==> src/rtl/core/pcgr_pkg.sv <==
// shared types, register indexes and helper functions of the probabilistic clock gate router
// no dependencies; used by the top level in rtl/core and by the dv testbench files
package pcgr_pkg;

	localparam int FIELD_W   = 16;
	localparam int CNT_W     = 5;
	localparam int PROB_W    = 8;
	localparam int PULSE_W   = 16;
	localparam int RNG_W     = 32;
	localparam int SUM_W     = 12;
	localparam int DRAW_W    = 16;
	localparam int CFG_IDX_W = 3;
	localparam int CFG_DATA_W = 64;
	localparam int MAX_CHANNELS = 16;

	localparam logic [CFG_IDX_W-1:0] REG_SINGLE_MODE  = 3'd0;
	localparam logic [CFG_IDX_W-1:0] REG_CHANNEL_COUNT = 3'd1;
	localparam logic [CFG_IDX_W-1:0] REG_PROB_LOW     = 3'd2;
	localparam logic [CFG_IDX_W-1:0] REG_PROB_HIGH    = 3'd3;
	localparam logic [CFG_IDX_W-1:0] REG_TRIG_TICKS   = 3'd4;
	localparam logic [CFG_IDX_W-1:0] REG_RNG_SEED     = 3'd5;

	localparam logic [CFG_DATA_W-1:0] PROB_RESET = 64'h8080808080808080;
	localparam logic [CNT_W-1:0]      CHANNEL_COUNT_RESET = 5'd8;
	localparam logic [PULSE_W-1:0]    TRIG_TICKS_RESET = 16'd48;
	localparam logic [RNG_W-1:0]      RNG_SEED_RESET = 32'd1;

	typedef struct packed {
		logic [FIELD_W-1:0] clock_levels;
		logic               reset_level;
		logic               clock_is_poly;
		logic [CNT_W-1:0]   clock_channels;
	} sample_t;

	typedef struct packed {
		logic [FIELD_W-1:0] gate_bits;
		logic [FIELD_W-1:0] trig_bits;
		logic [FIELD_W-1:0] clock_bits;
		logic [CNT_W-1:0]   active_channels;
	} result_t;

	typedef enum logic [2:0] {
		ST_IDLE,
		ST_SUM,
		ST_MUL,
		ST_PASS,
		ST_OUT
	} state_t;

	// xorshift32 step
	function automatic logic [RNG_W-1:0] rng_step(input logic [RNG_W-1:0] x);
		logic [RNG_W-1:0] y;
		y = x ^ (x << 13);
		y = y ^ (y >> 17);
		y = y ^ (y << 5);
		return y;
	endfunction

	function automatic logic [CNT_W-1:0] clamp_count(input logic [CNT_W-1:0] c,
			input logic [CNT_W-1:0] max_c);
		logic [CNT_W-1:0] r;
		if (c == '0) begin
			r = CNT_W'(1);
		end else if (c > max_c) begin
			r = max_c;
		end else begin
			r = c;
		end
		return r;
	endfunction

	function automatic logic [RNG_W-1:0] seed_value(input logic [RNG_W-1:0] s);
		return (s == '0) ? RNG_W'(1) : s;
	endfunction

endpackage

==> src/rtl/core/pcgr_ram.sv <==
// generic single-write, single-read ram with registered read data
// no dependencies
module pcgr_ram #(
	parameter int WIDTH = 16,
	parameter int DEPTH = 16
) (
	input  logic                     clk,
	input  logic                     we,
	input  logic [$clog2(DEPTH)-1:0] waddr,
	input  logic [WIDTH-1:0]         wdata,
	input  logic [$clog2(DEPTH)-1:0] raddr,
	output logic [WIDTH-1:0]         rdata
);

	logic [WIDTH-1:0] mem_q [DEPTH];

	always_ff @(posedge clk) begin
		if (we) begin
			mem_q[waddr] <= wdata;
		end
		rdata <= mem_q[raddr];
	end

endmodule

==> src/rtl/core/probabilistic_clock_gate_router.sv <==
// top level of the probabilistic clock gate router (multichannel bernoulli gate)
// depends on pcgr_pkg and pcgr_ram (pulse counter memory)
//
//   port group   direction  handshake                 payload
//   sample       in         sample_valid/sample_stall pcgr_pkg::sample_t
//   result       out        result_valid/result_stall pcgr_pkg::result_t
//   cfg          in         cfg_we                    cfg_index, cfg_data
//
// an item passes through accept, one pass over the pulse counter memory at one
// channel a cycle, each using its registered counter read, and the result load.
// single mode with a channel 0 edge and no reset edge first sums the
// probabilities of the n channels and then does the scaling multiply.
// reset clears control state at once; counters read as zero until first written.
// a result waiting on result_stall does not block the next item's pass.
module probabilistic_clock_gate_router #(
	parameter int NUM_CHANNELS = 16,
	parameter int PROB_BITS    = 8
) (
	input  logic                                clk,
	input  logic                                arst_n,
	input  logic                                cfg_we,
	input  logic [pcgr_pkg::CFG_IDX_W-1:0]      cfg_index,
	input  logic [pcgr_pkg::CFG_DATA_W-1:0]     cfg_data,
	input  logic                                sample_valid,
	output logic                                sample_stall,
	input  pcgr_pkg::sample_t                   sample,
	output logic                                result_valid,
	input  logic                                result_stall,
	output pcgr_pkg::result_t                   result
);

	localparam int CW = $clog2(NUM_CHANNELS);
	localparam int IW = $clog2(NUM_CHANNELS + 1);
	localparam int TW = PROB_BITS + 8;
	localparam logic [pcgr_pkg::CNT_W-1:0] N_MAX = pcgr_pkg::CNT_W'(NUM_CHANNELS);
	localparam logic [IW-1:0] I_END = IW'(NUM_CHANNELS);
	localparam logic [CW-1:0] C_LAST = CW'(NUM_CHANNELS - 1);

	// configuration
	logic                               single_mode_q;
	logic [pcgr_pkg::CNT_W-1:0]         channel_count_q;
	logic [pcgr_pkg::CFG_DATA_W-1:0]    prob_low_q;
	logic [pcgr_pkg::CFG_DATA_W-1:0]    prob_high_q;
	logic [pcgr_pkg::PULSE_W-1:0]       trig_ticks_q;

	// block state
	pcgr_pkg::state_t                   state_q, state_d;
	logic [NUM_CHANNELS-1:0]            clk_prev_q;
	logic                               rst_prev_q;
	logic [NUM_CHANNELS-1:0]            outcome_q;
	logic [NUM_CHANNELS-1:0]            pulse_vld_q;
	logic [pcgr_pkg::RNG_W-1:0]         rng_q;

	// per item
	logic                               single_q;
	logic                               poly_q;
	logic                               rst_edge_q;
	logic [NUM_CHANNELS-1:0]            edges_q;
	logic [pcgr_pkg::CNT_W-1:0]         n_q;
	logic [IW-1:0]                      idx_q;
	logic [pcgr_pkg::SUM_W-1:0]         sum_q;
	logic [pcgr_pkg::SUM_W-1:0]         r_q;
	logic [pcgr_pkg::SUM_W-1:0]         lo_q;
	logic [NUM_CHANNELS-1:0]            trig_acc_q;
	logic [NUM_CHANNELS-1:0]            clk_acc_q;
	logic                               rd_vld_s1;
	logic [CW-1:0]                      rd_idx_s1;

	logic                               result_valid_q;
	pcgr_pkg::result_t                  result_q;

	// ram ports
	logic                               ram_we;
	logic [CW-1:0]                      ram_raddr;
	logic [pcgr_pkg::PULSE_W-1:0]       ram_wdata;
	logic [pcgr_pkg::PULSE_W-1:0]       ram_rdata;

	// combinational
	logic                               accept;
	logic                               out_free;
	logic [pcgr_pkg::PROB_W-1:0]        prob_arr [pcgr_pkg::MAX_CHANNELS];
	logic [pcgr_pkg::RNG_W-1:0]         rng_nx;
	logic [pcgr_pkg::CNT_W-1:0]         n_new;
	logic [NUM_CHANNELS-1:0]            low_mask;
	logic [NUM_CHANNELS-1:0]            sampled;
	logic [NUM_CHANNELS-1:0]            levels;
	logic                               rst_edge_new;
	logic [pcgr_pkg::PROB_W-1:0]        sum_prob;
	logic [27:0]                        mul_prod;
	logic [CW-1:0]                      ch;
	logic [CW-1:0]                      ch_j;
	logic [CW-1:0]                      ch_k;
	logic                               ch_active;
	logic [pcgr_pkg::PULSE_W-1:0]       cur_cnt;
	logic [pcgr_pkg::PULSE_W-1:0]       new_cnt;
	logic [pcgr_pkg::PROB_W-1:0]        ch_prob;
	logic [TW-1:0]                      th_wide;
	logic [PROB_BITS-1:0]               rv;
	logic [pcgr_pkg::SUM_W:0]           hi_sum;
	logic                               do_set;
	logic                               set_val;
	logic                               draw;
	logic                               new_o;
	logic                               sum_last;
	logic                               pass_last;

	assign accept       = (state_q == pcgr_pkg::ST_IDLE) && sample_valid;
	assign sample_stall = (state_q != pcgr_pkg::ST_IDLE);
	assign out_free     = !result_valid_q || !result_stall;
	assign rng_nx       = pcgr_pkg::rng_step(rng_q);

	always_comb begin
		for (int i = 0; i < pcgr_pkg::MAX_CHANNELS / 2; i++) begin
			prob_arr[i]     = prob_low_q[i*8 +: 8];
			prob_arr[i + 8] = prob_high_q[i*8 +: 8];
		end
	end

	// item intake: channel count, sampled clocks, edges
	always_comb begin
		if (single_mode_q && sample.clock_is_poly) begin
			n_new = pcgr_pkg::clamp_count(sample.clock_channels, N_MAX);
		end else begin
			n_new = pcgr_pkg::clamp_count(channel_count_q, N_MAX);
		end
		for (int i = 0; i < NUM_CHANNELS; i++) begin
			low_mask[i] = (pcgr_pkg::CNT_W'(i) < n_new);
		end
		if (!single_mode_q && sample.clock_is_poly) begin
			sampled = low_mask;
		end else begin
			sampled = NUM_CHANNELS'(1);
		end
		levels       = sample.clock_levels[NUM_CHANNELS-1:0];
		rst_edge_new = sample.reset_level && !rst_prev_q;
	end

	// single mode prefix work
	always_comb begin
		sum_prob = prob_arr[4'(idx_q[CW-1:0])];
		sum_last = (pcgr_pkg::CNT_W'(idx_q) + pcgr_pkg::CNT_W'(1)) == n_q;
		mul_prod = 28'(rng_nx[pcgr_pkg::RNG_W-1 -: pcgr_pkg::DRAW_W]) * 28'(sum_q);
	end

	// one channel of the pass, using the counter read in the previous cycle
	always_comb begin
		ch        = rd_idx_s1;
		ch_active = (pcgr_pkg::CNT_W'(ch) < n_q);
		cur_cnt   = pulse_vld_q[ch] ? ram_rdata : '0;
		ch_prob   = prob_arr[4'(ch)];
		ch_j      = poly_q ? ch : '0;
		ch_k      = (single_q || !poly_q) ? '0 : ch;
		th_wide   = {ch_prob, {PROB_BITS{1'b0}}} >> 8;
		rv        = rng_nx[pcgr_pkg::RNG_W-1 -: PROB_BITS];
		hi_sum    = {1'b0, lo_q} + (pcgr_pkg::SUM_W + 1)'(ch_prob);
		do_set    = 1'b0;
		set_val   = 1'b0;
		draw      = 1'b0;
		if (rst_edge_q) begin
			do_set = 1'b0;
		end else if (single_q) begin
			do_set  = edges_q[0] && ch_active;
			set_val = (r_q >= lo_q) && ({1'b0, r_q} < hi_sum);
		end else begin
			do_set  = ch_active;
			draw    = ch_active && edges_q[ch_j];
			set_val = draw && (TW'(rv) < th_wide);
		end
		new_o = do_set ? set_val : outcome_q[ch];
		if (do_set && set_val && !outcome_q[ch] && (cur_cnt < trig_ticks_q)) begin
			new_cnt = trig_ticks_q;
		end else begin
			new_cnt = cur_cnt;
		end
		ram_wdata = (new_cnt != '0) ? new_cnt - pcgr_pkg::PULSE_W'(1) : new_cnt;
		ram_we    = (state_q == pcgr_pkg::ST_PASS) && rd_vld_s1;
		ram_raddr = idx_q[CW-1:0];
		pass_last = rd_vld_s1 && (ch == C_LAST);
	end

	always_comb begin
		state_d = state_q;
		unique case (state_q)
			pcgr_pkg::ST_IDLE: begin
				if (accept) begin
					if (!rst_edge_new && single_mode_q && levels[0] && !clk_prev_q[0]) begin
						state_d = pcgr_pkg::ST_SUM;
					end else begin
						state_d = pcgr_pkg::ST_PASS;
					end
				end
			end
			pcgr_pkg::ST_SUM: begin
				if (sum_last) begin
					state_d = pcgr_pkg::ST_MUL;
				end
			end
			pcgr_pkg::ST_MUL: begin
				state_d = pcgr_pkg::ST_PASS;
			end
			pcgr_pkg::ST_PASS: begin
				if (pass_last) begin
					state_d = pcgr_pkg::ST_OUT;
				end
			end
			pcgr_pkg::ST_OUT: begin
				if (out_free) begin
					state_d = pcgr_pkg::ST_IDLE;
				end
			end
			default: begin
				state_d = pcgr_pkg::ST_IDLE;
			end
		endcase
	end

	always_ff @(posedge clk or negedge arst_n) begin
		if (!arst_n) begin
			state_q <= pcgr_pkg::ST_IDLE;
		end else begin
			state_q <= state_d;
		end
	end

	always_ff @(posedge clk or negedge arst_n) begin
		if (!arst_n) begin
			single_mode_q   <= 1'b0;
			channel_count_q <= pcgr_pkg::CHANNEL_COUNT_RESET;
			prob_low_q      <= pcgr_pkg::PROB_RESET;
			prob_high_q     <= pcgr_pkg::PROB_RESET;
			trig_ticks_q    <= pcgr_pkg::TRIG_TICKS_RESET;
			rng_q           <= pcgr_pkg::RNG_SEED_RESET;
			clk_prev_q      <= '0;
			rst_prev_q      <= 1'b0;
			outcome_q       <= '0;
			pulse_vld_q     <= '0;
			rd_vld_s1       <= 1'b0;
			result_valid_q  <= 1'b0;
		end else begin
			if (cfg_we) begin
				unique case (cfg_index)
					pcgr_pkg::REG_SINGLE_MODE:   single_mode_q   <= cfg_data[0];
					pcgr_pkg::REG_CHANNEL_COUNT: channel_count_q <= cfg_data[pcgr_pkg::CNT_W-1:0];
					pcgr_pkg::REG_PROB_LOW:      prob_low_q      <= cfg_data;
					pcgr_pkg::REG_PROB_HIGH:     prob_high_q     <= cfg_data;
					pcgr_pkg::REG_TRIG_TICKS:    trig_ticks_q    <= cfg_data[pcgr_pkg::PULSE_W-1:0];
					pcgr_pkg::REG_RNG_SEED: begin
						rng_q <= pcgr_pkg::seed_value(cfg_data[pcgr_pkg::RNG_W-1:0]);
					end
					default: begin
					end
				endcase
			end

			// a new result may replace the one taken in the same cycle
			priority if ((state_q == pcgr_pkg::ST_OUT) && out_free) begin
				result_valid_q <= 1'b1;
			end else if (result_valid_q && !result_stall) begin
				result_valid_q <= 1'b0;
			end

			unique case (state_q)
				pcgr_pkg::ST_IDLE: begin
					if (accept) begin
						clk_prev_q <= (clk_prev_q & ~sampled) | (levels & sampled);
						rst_prev_q <= sample.reset_level;
						if (rst_edge_new) begin
							outcome_q   <= '0;
							pulse_vld_q <= '0;
						end
					end
				end
				pcgr_pkg::ST_MUL: begin
					rng_q <= rng_nx;
				end
				pcgr_pkg::ST_PASS: begin
					rd_vld_s1 <= (idx_q != I_END);
					if (rd_vld_s1) begin
						outcome_q[ch]   <= new_o;
						pulse_vld_q[ch] <= 1'b1;
						if (draw) begin
							rng_q <= rng_nx;
						end
					end
				end
				pcgr_pkg::ST_OUT: begin
					rd_vld_s1 <= 1'b0;
				end
				default: begin
				end
			endcase
		end
	end

	// item payload registers
	always_ff @(posedge clk) begin
		unique case (state_q)
			pcgr_pkg::ST_IDLE: begin
				if (accept) begin
					single_q   <= single_mode_q;
					poly_q     <= sample.clock_is_poly;
					rst_edge_q <= rst_edge_new;
					edges_q    <= levels & ~clk_prev_q & sampled;
					n_q        <= n_new;
					idx_q      <= '0;
					sum_q      <= '0;
					lo_q       <= '0;
					r_q        <= '0;
				end
			end
			pcgr_pkg::ST_SUM: begin
				sum_q <= sum_q + pcgr_pkg::SUM_W'(sum_prob);
				idx_q <= sum_last ? '0 : idx_q + IW'(1);
			end
			pcgr_pkg::ST_MUL: begin
				r_q <= mul_prod[27:16];
			end
			pcgr_pkg::ST_PASS: begin
				if (idx_q != I_END) begin
					idx_q <= idx_q + IW'(1);
				end
				rd_idx_s1 <= ram_raddr;
				if (rd_vld_s1) begin
					trig_acc_q[ch] <= (new_cnt != '0);
					clk_acc_q[ch]  <= new_o && clk_prev_q[ch_k];
					if (single_q && ch_active) begin
						lo_q <= hi_sum[pcgr_pkg::SUM_W-1:0];
					end
				end
			end
			pcgr_pkg::ST_OUT: begin
				if (out_free) begin
					result_q.gate_bits       <= pcgr_pkg::FIELD_W'(outcome_q);
					result_q.trig_bits       <= pcgr_pkg::FIELD_W'(trig_acc_q);
					result_q.clock_bits      <= pcgr_pkg::FIELD_W'(clk_acc_q);
					result_q.active_channels <= n_q;
				end
			end
			default: begin
			end
		endcase
	end

	assign result_valid = result_valid_q;
	assign result       = result_q;

	pcgr_ram #(
		.WIDTH(pcgr_pkg::PULSE_W),
		.DEPTH(NUM_CHANNELS)
	) u_pulse_ram (
		.clk  (clk),
		.we   (ram_we),
		.waddr(ch),
		.wdata(ram_wdata),
		.raddr(ram_raddr),
		.rdata(ram_rdata)
	);

	// counter memory is written only while a channel is being processed
	assert property (@(posedge clk) disable iff (!arst_n)
		ram_we |-> (state_q == pcgr_pkg::ST_PASS) && rd_vld_s1)
	else $error("pulse counter written outside the channel pass");

	// a reset edge clears every outcome before the pass
	assert property (@(posedge clk) disable iff (!arst_n)
		(accept && rst_edge_new) |=> (outcome_q == '0) && (pulse_vld_q == '0))
	else $error("reset edge did not clear outcomes and counters");

	// the generator never locks at zero
	assert property (@(posedge clk) disable iff (!arst_n)
		rng_q != '0)
	else $error("random generator reached zero");

	// a new result appears only at the end of an item
	assert property (@(posedge clk) disable iff (!arst_n)
		$rose(result_valid_q) |-> ($past(state_q) == pcgr_pkg::ST_OUT))
	else $error("result raised outside the result load");

	// no new item is taken while the channel pass runs
	assert property (@(posedge clk) disable iff (!arst_n)
		(state_q == pcgr_pkg::ST_PASS) |-> sample_stall)
	else $error("item accepted during the channel pass");

endmodule

==> config.mk <==
export PLATFORM = sky130hd
export DESIGN_NAME = probabilistic_clock_gate_router
export DESIGN_NICKNAME = d
export VERILOG_FILES = /design/src/rtl/core/pcgr_pkg.sv /design/src/rtl/core/pcgr_ram.sv /design/src/rtl/core/probabilistic_clock_gate_router.sv
export SDC_FILE = /design/constraint.sdc
export NUM_CORES = 1
export LEC_CHECK = 0
export BUFFER_PORTS_ARGS = -buffer_cell sky130_fd_sc_hd__buf_2
export CORE_UTILIZATION = 50
export CTS_BUF_LIST = sky130_fd_sc_hd__clkbuf_8
export CTS_CLUSTER_DIAMETER = 150
export DETAILED_ROUTE_END_ITERATION = 7
export MAX_ROUTING_LAYER = met4
export PLACE_DENSITY = 0.65
export SYNTH_ARGS = -nofsm -noshare
export SYNTH_HDL_FRONTEND = slang
export SYNTH_SLANG_ARGS = --single-unit
==> constraint.sdc <==
create_clock -name clk -period 12.5 [get_ports clk]
set_clock_uncertainty 0.05 [all_clocks]
set_input_delay 2.5 -clock clk [delete_from_list [all_inputs] [get_ports clk]]
set_output_delay 2.5 -clock clk [all_outputs]
set_load 0.005 [all_outputs]
==> impl_metrics.ini, run 1 <==
[status]
run_status = complete, no violations

[setup_path]
path_max_fanout = 37
reg2reg_slack_ns = 2.86
worst_r2r_startpoint = ch[1]$_DFFE_PP_
worst_setup_path_startpoint = ch[1]$_DFFE_PP_
worst_setup_path_start_kind = register
crit_path_end_kind = register
crit_arrival_ns = 9.95
critical_path_required_ns = 12.81
reg2reg_depth = 28
timing.setup.critical_path_class = reg -> reg
timing.critical_path.mode_cell = ha_1
worst_r2r_endpoint = u_pulse_ram.mem_q[8][7]$_DFFE_PP_
cpPeakStageDelay_ns = 1.10
critical_path_slowest_stage_cell = edfxtp_1

[synthesis]
yosys_warnings = 0
synthesized_netlist_net_count = 3045
ys_ff_latch = 662
post_synthesis_cell_count = 2679
dominantRegCellSynth = edfxtp_1
synth.area.top_cells = edfxtp_1, dfrtp_1, mux4_2
synth_edf_count = 410
synthesis.area_sq_um = 35900
synthesis.area_per_instance_sq_um = 13.4
share_of_the_yosys_chip_area_belonging_to_registers_pct = 51.6
yosysUniqueCellTypes = 68
synth_largest_type_area_fraction_pct = 34.3
synthArstFlopShare_pct = 35.6
yosys.area.top_type = edfxtp_1

[timing]
post-route-period-util_pct = 77.1
period_needed_ns = 9.64
max_slew.worst_pin.slew_ns = 1.25
max_clock_freq_ghz = 0.104
finalHoldViolations = 0
grt_setup_unrepaired = no
final_setup_vio_count = 0
setup-tns-final_ns = 0
slew-limit-headroom_pct = 16.7
drv_slew = 0

[run]
maxCapViolations = 0

[place]
gp_congestion = 0.898
port_buffers = 149
place_hpwl_um = 63500

[drt]
detailedRoute.firstPassIterationCount = 7
routed_wirelength_um = 93500
final_antenna_net_count = 0
drt-vias-per-instance = 5.88
drt_first_iter_violations = 1651
drc = 0
dr_total_vias = 22800
wire_per_inst_um = 24.1

[clock_tree]
clkSlewWorstSetupHoldPaths_ns = 0.07
cts_max_path_buffers = 3
cts_hold_buffers = 0
cts-buffers-inserted = 104
worst_skew_pair.late_latency_ns = 0.74
clock_tree_from_tritoncts = built
numClockSinks = 662
postCtsResizedCells = 0
clk_root_buffer_cell = clkbuf_8
cts_setup_buffers = 0
htreeDepth = 3

[die]
std_cell_rows = 97
die_x_um = 270
placeableCoreArea_sq_um = 70600
dieArea_sq_um = 73000
die_boundary_height_um = 270
floorplan.io_pins = 150
initial_utilization_pct = 50.9

[global_routing]
wire_length_of_the_first_global_routing_pass_um = 144000
maximum_number_of_pins_on_one_net_before_global_route_repair = 104
grt_antenna_before_repair = 8
first_global_vias = 24000
gr-usage-all-layers_pct = 26.8
grt_overflow_total = 0

[worst_hold_path]
worst_hold_path_type = reg -> reg
holdCritStartpoint = clk_acc_q[12]$_DFFE_PP_
hold-path-endpoint = result[17]$_DFFE_PP_
holdPathStages = 0

[cells_and_area]
nNetsFinal = 3218
layout-area-overhead-vs-synth_pct = 11.3
post_route_cells_drive_above_1_share_pct = 24.4
placed cells by master (no fill, tap or decap), drive strengths merged, types with 31 or more instances in the layout:
cell type and instances:
a21oi 77, and2 82, buf 197, clkbuf 114
clkinv 49, dfrtp 216, edfxtp 410, fa 141
ha 130, inv 250, mux2 150, mux4 173
nand2 257, nand3 36, nor2 150, o21ai 73
xnor2 77, xor2 31
synthesized netlist by cell type, types with 9 or more instances:
cell type and instances:
edfxtp_1 410, nand2_1 257, inv_1 223, dfrtp_1 216, mux4_2 170, nor2_1 150
mux2_2 149, fa_1 141, ha_1 130, clkbuf_1 111, and2_1 81, a21oi_1 77
xnor2_1 77, o21ai_0 72, nand3_1 36, xor2_1 31, nor3_1 28, a31oi_1 25
o21a_1 25, nand2b_1 24, a21o_1 22, dfstp_2 20, buf_1 16, dfxtp_1 16
nor2b_1 16, mux2i_1 15, o22ai_1 13, and3_1 11, nand4_1 11, nor3b_1 10
nor4_1 9
logic make-up (layout without fill, tap and decap cells):
kind of cell               count (synthesis)  count (layout)  synth area share (%)
DFF                                      662             662                  51.6
other                                      0               4                     0
adders and majority gates                271             271                  12.4
buffers and inverters                    353             616                  3.71
AOI/OAI and AO/OA                        279             279                  4.78
xor gates and xnor gates                 110             110                  2.76
muxes                                    338             338                  16.0
and+or+nand+nor                          666             666                  8.72
registers in the layout, indices dropped and copies added (netlist names), 16 cells and up, named ones only:
| name | flops |
|---|---|
| u_pulse_ram.mem_q | 256 |
| prob_high_q | 64 |
| prob_low_q | 64 |
| result | 53 |
| rng_q | 32 |
| clk_acc_q | 16 |
| edges_q | 16 |
| outcome_q | 16 |
| pulse_vld_q | 16 |
| trig_acc_q | 16 |
| trig_ticks_q | 16 |
| u_pulse_ram.rdata | 16 |
how the worst max path moves through the flow:
stage | cells after the start | endpoint | slack, ns
after global placement | 29 | u_pulse_ram.mem_q[5][11]$_DFFE_PP_ | 3.38
after floorplan | 27 | u_pulse_ram.mem_q[0][5]$_DFFE_PP_ | 3.60
after detailed placement | 28 | u_pulse_ram.mem_q[14][7]$_DFFE_PP_ | 2.99
after global routing | 30 | u_pulse_ram.mem_q[8][7]$_DFFE_PP_ | 2.34
final | 28 | u_pulse_ram.mem_q[8][7]$_DFFE_PP_ | 2.86
after CTS | 28 | u_pulse_ram.mem_q[11][7]$_DFFE_PP_ | 2.97
layout make-up:
cell class                 count  area, sq um
fill                        5807        30600
sequential                   662        18600
multi-input combinational   1664        16200
clock buffer                 114         1570
tap                          940         1180
timing repair buffer         197         1120
inverter                     223          837
clock inverter                82          599
antenna                        4         10.0
metal layers:
layer / up-vias / track usage, % / share of wire [%]
met5: - / - / 0
met4: 0 / 9.17 / 2.9
met3: 184 / 3.37 / 4.7
met2: 722 / 44.2 / 51
met1: 12000 / 34.5 / 41
li1: 9969 / - / -
critical path: cells and delay by family (launching register included):
kind / cells / cell delay [ns]
xor gates and xnor gates: 2 / 0.31
and+or+nand+nor: 7 / 1.24
AOI/OAI and AO/OA: 9 / 2.43
adders and majority gates: 3 / 0.92
muxes: 5 / 2.33
buffers and inverters: 2 / 0.86
DFF: 1 / 1.10
metrics by stage:
stage / hold slack (ns) / util (%) / cell area, sq um / std cells / worst slack, ns
global placement: 0.355 / 53.6 / 37800 / 3686 / 3.38
global route: 0.372 / 56.7 / 40000 / 3886 / 2.34
detailed placement: 0.357 / 53.6 / 37800 / 3686 / 2.99
floorplan: 0.350 / - / 35900 / 2679 / 3.60
finish: 0.365 / 56.7 / 40000 / 3886 / 2.86
CTS: 0.365 / 56.6 / 40000 / 3882 / 2.97
Power of run 1 is not shown: default switching activity piles up to over one toggle a cycle in this logic, so the estimate is an artifact.
==> inputs of run 2 (changes only) <==
- ABC_AREA: unset -> 1
- PLACE_DENSITY: 0.65 -> 0.67
- clock period: 12.5 -> 7.8 ns (I/O delays scaled with it)
==> run 2 against run 1 <==
Compared with the run above: setup slack got worse by 2.3 ns; highest routed layer unchanged; die area rose by 1.8%; final area rose by 1.5%; clock-buffer cell count rose by 9; utilization fell by 0.21 points; critical endpoint is now u_pulse_ram.mem_q[15][0]$_DFFE_PP_; hold slack got worse by 0.0020 ns; global-route usage rose by 3.6 points.
==> impl_metrics.ini, run 2 <==
[setup_path]
reg2reg_slack_ns = 0.60
crit_path_end_kind = register
worst_r2r_endpoint = u_pulse_ram.mem_q[15][0]$_DFFE_PP_
crit_arrival_ns = 7.59
critical_path_slowest_stage_cell = xnor2_2
timing.setup.critical_path_class = reg -> reg
reg2reg_depth = 35
path_max_fanout = 21
cpPeakStageDelay_ns = 0.65
timing.critical_path.mode_cell = nand2_1
worst_r2r_startpoint = ch[0]$_DFFE_PP_
worst_setup_path_start_kind = register
critical_path_required_ns = 8.19

[cells_and_area]
layout_top_registers = u_pulse_ram.mem_q (256), prob_high_q (64), prob_low_q (64)
mostFrequentLayoutCells = nand2_1, o21ai_0, inv_1, nor2_1, edfxtp_1
post_route_cells_drive_above_1_share_pct = 10.8
largest_register = u_pulse_ram.mem_q
layout_commonest_cell = nand2_1
number_of_flip_flops_under_the_largest_register_name = 256
nNetsFinal = 4422
layout-area-overhead-vs-synth_pct = 11.0

[worst_hold_path]
holdCritStartpoint = clk_acc_q[3]$_DFFE_PP_
hold-path-endpoint = result[8]$_DFFE_PP_
worst_hold_path_type = reg -> reg
holdPathStages = 0

[synthesis]
post_synthesis_cell_count = 3911
ys_ff_latch = 662
dominantRegCellSynth = edfxtp_1
yosys_warnings = 0
synth_largest_type_area_fraction_pct = 33.6
synthesis.area_sq_um = 36600
yosysUniqueCellTypes = 59
synthesis.area_per_instance_sq_um = 9.36
yosys.area.top_type = edfxtp_1
synthesized_netlist_net_count = 4277
synthArstFlopShare_pct = 35.6
synth_edf_count = 410
share_of_the_yosys_chip_area_belonging_to_registers_pct = 50.7
synth.area.top_cells = edfxtp_1, dfrtp_1, nand2_1
post_synth_most_frequent_cells = nand2_1, o21ai_0, inv_1, nor2_1, edfxtp_1
yosys.cell_count.top_type = nand2_1

[place]
port_buffers = 149
place_hpwl_um = 75100
gp_congestion = 1.01

[timing]
slew-limit-headroom_pct = 20.7
max_clock_freq_ghz = 0.139
final_setup_vio_count = 0
max_slew.worst_pin.slew_ns = 1.17
drv_slew = 0
finalHoldViolations = 0
grt_setup_unrepaired = no
post-route-period-util_pct = 92.3
setup-tns-final_ns = 0
period_needed_ns = 7.20

[drt]
routed_wirelength_um = 109000
wire_per_inst_um = 21.3
detailedRoute.firstPassIterationCount = 6
dr_total_vias = 29200
drt_first_iter_violations = 2862
final_antenna_net_count = 0
drt-vias-per-instance = 5.73
drc = 0

[clock_tree]
worst_skew_pair.late_latency_ns = 0.75
cts_max_path_buffers = 3
clock_tree_from_tritoncts = built
clk_root_buffer_cell = clkbuf_8
cts_hold_buffers = 0
clkSlewWorstSetupHoldPaths_ns = 0.06
htreeDepth = 3
postCtsResizedCells = 0
cts-buffers-inserted = 109
numClockSinks = 662
cts_setup_buffers = 0

[die]
initial_utilization_pct = 50.9
placeableCoreArea_sq_um = 72000
floorplan.io_pins = 150
die_boundary_height_um = 273
dieArea_sq_um = 74300
die_x_um = 273
std_cell_rows = 98

[global_routing]
gr-usage-all-layers_pct = 30.4
first_global_vias = 27900
maximum_number_of_pins_on_one_net_before_global_route_repair = 164
grt_overflow_total = 0
grt_antenna_before_repair = 3
wire_length_of_the_first_global_routing_pass_um = 166000

[run]
maxCapViolations = 0

[status]
run_status = complete, no violations
==> run 2: changes by cell type in the layout (fill, tap and decap cells not counted), moves of 58 or more <==
cell,before,now
mux2_2,149,0
nand3_1,36,107
inv_1,245,467
mux4_2,170,0
nor2_1,133,412
a22oi_1,1,59
o21ai_0,72,469
o22ai_1,13,71
and2_1,81,2
nand2_1,257,806
==> run 2: metal layers <==
layer	routed length, um	GRT usage (%)
met1	47800	43.5
met2	47700	43.9
met3	9460	4.59
met4	3940	11.2
met5	0	-
==> run 2: cells by family after synthesis <==
logic type	Yosys count	share of synthesized area [%]
buf+inv	634	6.68
flops	662	50.7
compound gates	827	12.9
fa+ha+maj	271	12.2
xor+xnor	62	1.50
simple gates	1455	16.1
==> run 2: worst max path at each step <==
stage | start | to | slack (ns) | cells past startpoint
after floorplan | ch[0]$_DFFE_PP_ | u_pulse_ram.mem_q[0][1]$_DFFE_PP_ | 1.71 | 40
after global placement | ch[1]$_DFFE_PP_ | u_pulse_ram.mem_q[7][0]$_DFFE_PP_ | 0.94 | 33
after CTS | ch[0]$_DFFE_PP_ | u_pulse_ram.mem_q[2][4]$_DFFE_PP_ | 0.79 | 36
after detailed placement | ch[1]$_DFFE_PP_ | u_pulse_ram.mem_q[3][4]$_DFFE_PP_ | 0.79 | 34
after global routing | ch[0]$_DFFE_PP_ | u_pulse_ram.mem_q[12][3]$_DFFE_PP_ | 0.03 | 36
final | ch[0]$_DFFE_PP_ | u_pulse_ram.mem_q[15][0]$_DFFE_PP_ | 0.60 | 35
==> run 2: worst max-delay path, delay by kind of cell (launching register included) <==
kind / cells / cell delay [ns]
AO/OA/AOI/OAI: 9 / 1.57
XOR/XNOR: 2 / 0.80
adder cells (fa/ha/maj): 3 / 0.88
buffers and inverters: 6 / 1.01
flip-flops: 1 / 0.59
AND/OR/NAND/NOR: 15 / 1.97
==> run 2: area by class of cell <==
cell class,instances,area (sq um)
clock buffer,123,1690
sequential,662,18600
multi-input combinational,2615,15700
antenna,2,5.00
fill,6353,31300
clock inverter,83,494
tap,950,1190
inverter,458,1720
timing repair buffer,210,1240
==> run 2: per-stage QoR <==
step | cells | utilization (%) | setup WS [ns] | cell area [sq um] | hold slack, ns
global placement | 4895 | 53.4 | 0.938 | 38400 | 0.350
floorplan | 3911 | - | 1.71 | 36600 | 0.350
detailed placement | 4895 | 53.4 | 0.790 | 38400 | 0.355
finish | 5103 | 56.5 | 0.597 | 40600 | 0.363
global route | 5102 | 56.4 | 0.0274 | 40600 | 0.368
CTS | 5101 | 56.4 | 0.789 | 40600 | 0.362
Power of run 2 is left out for the same reason.
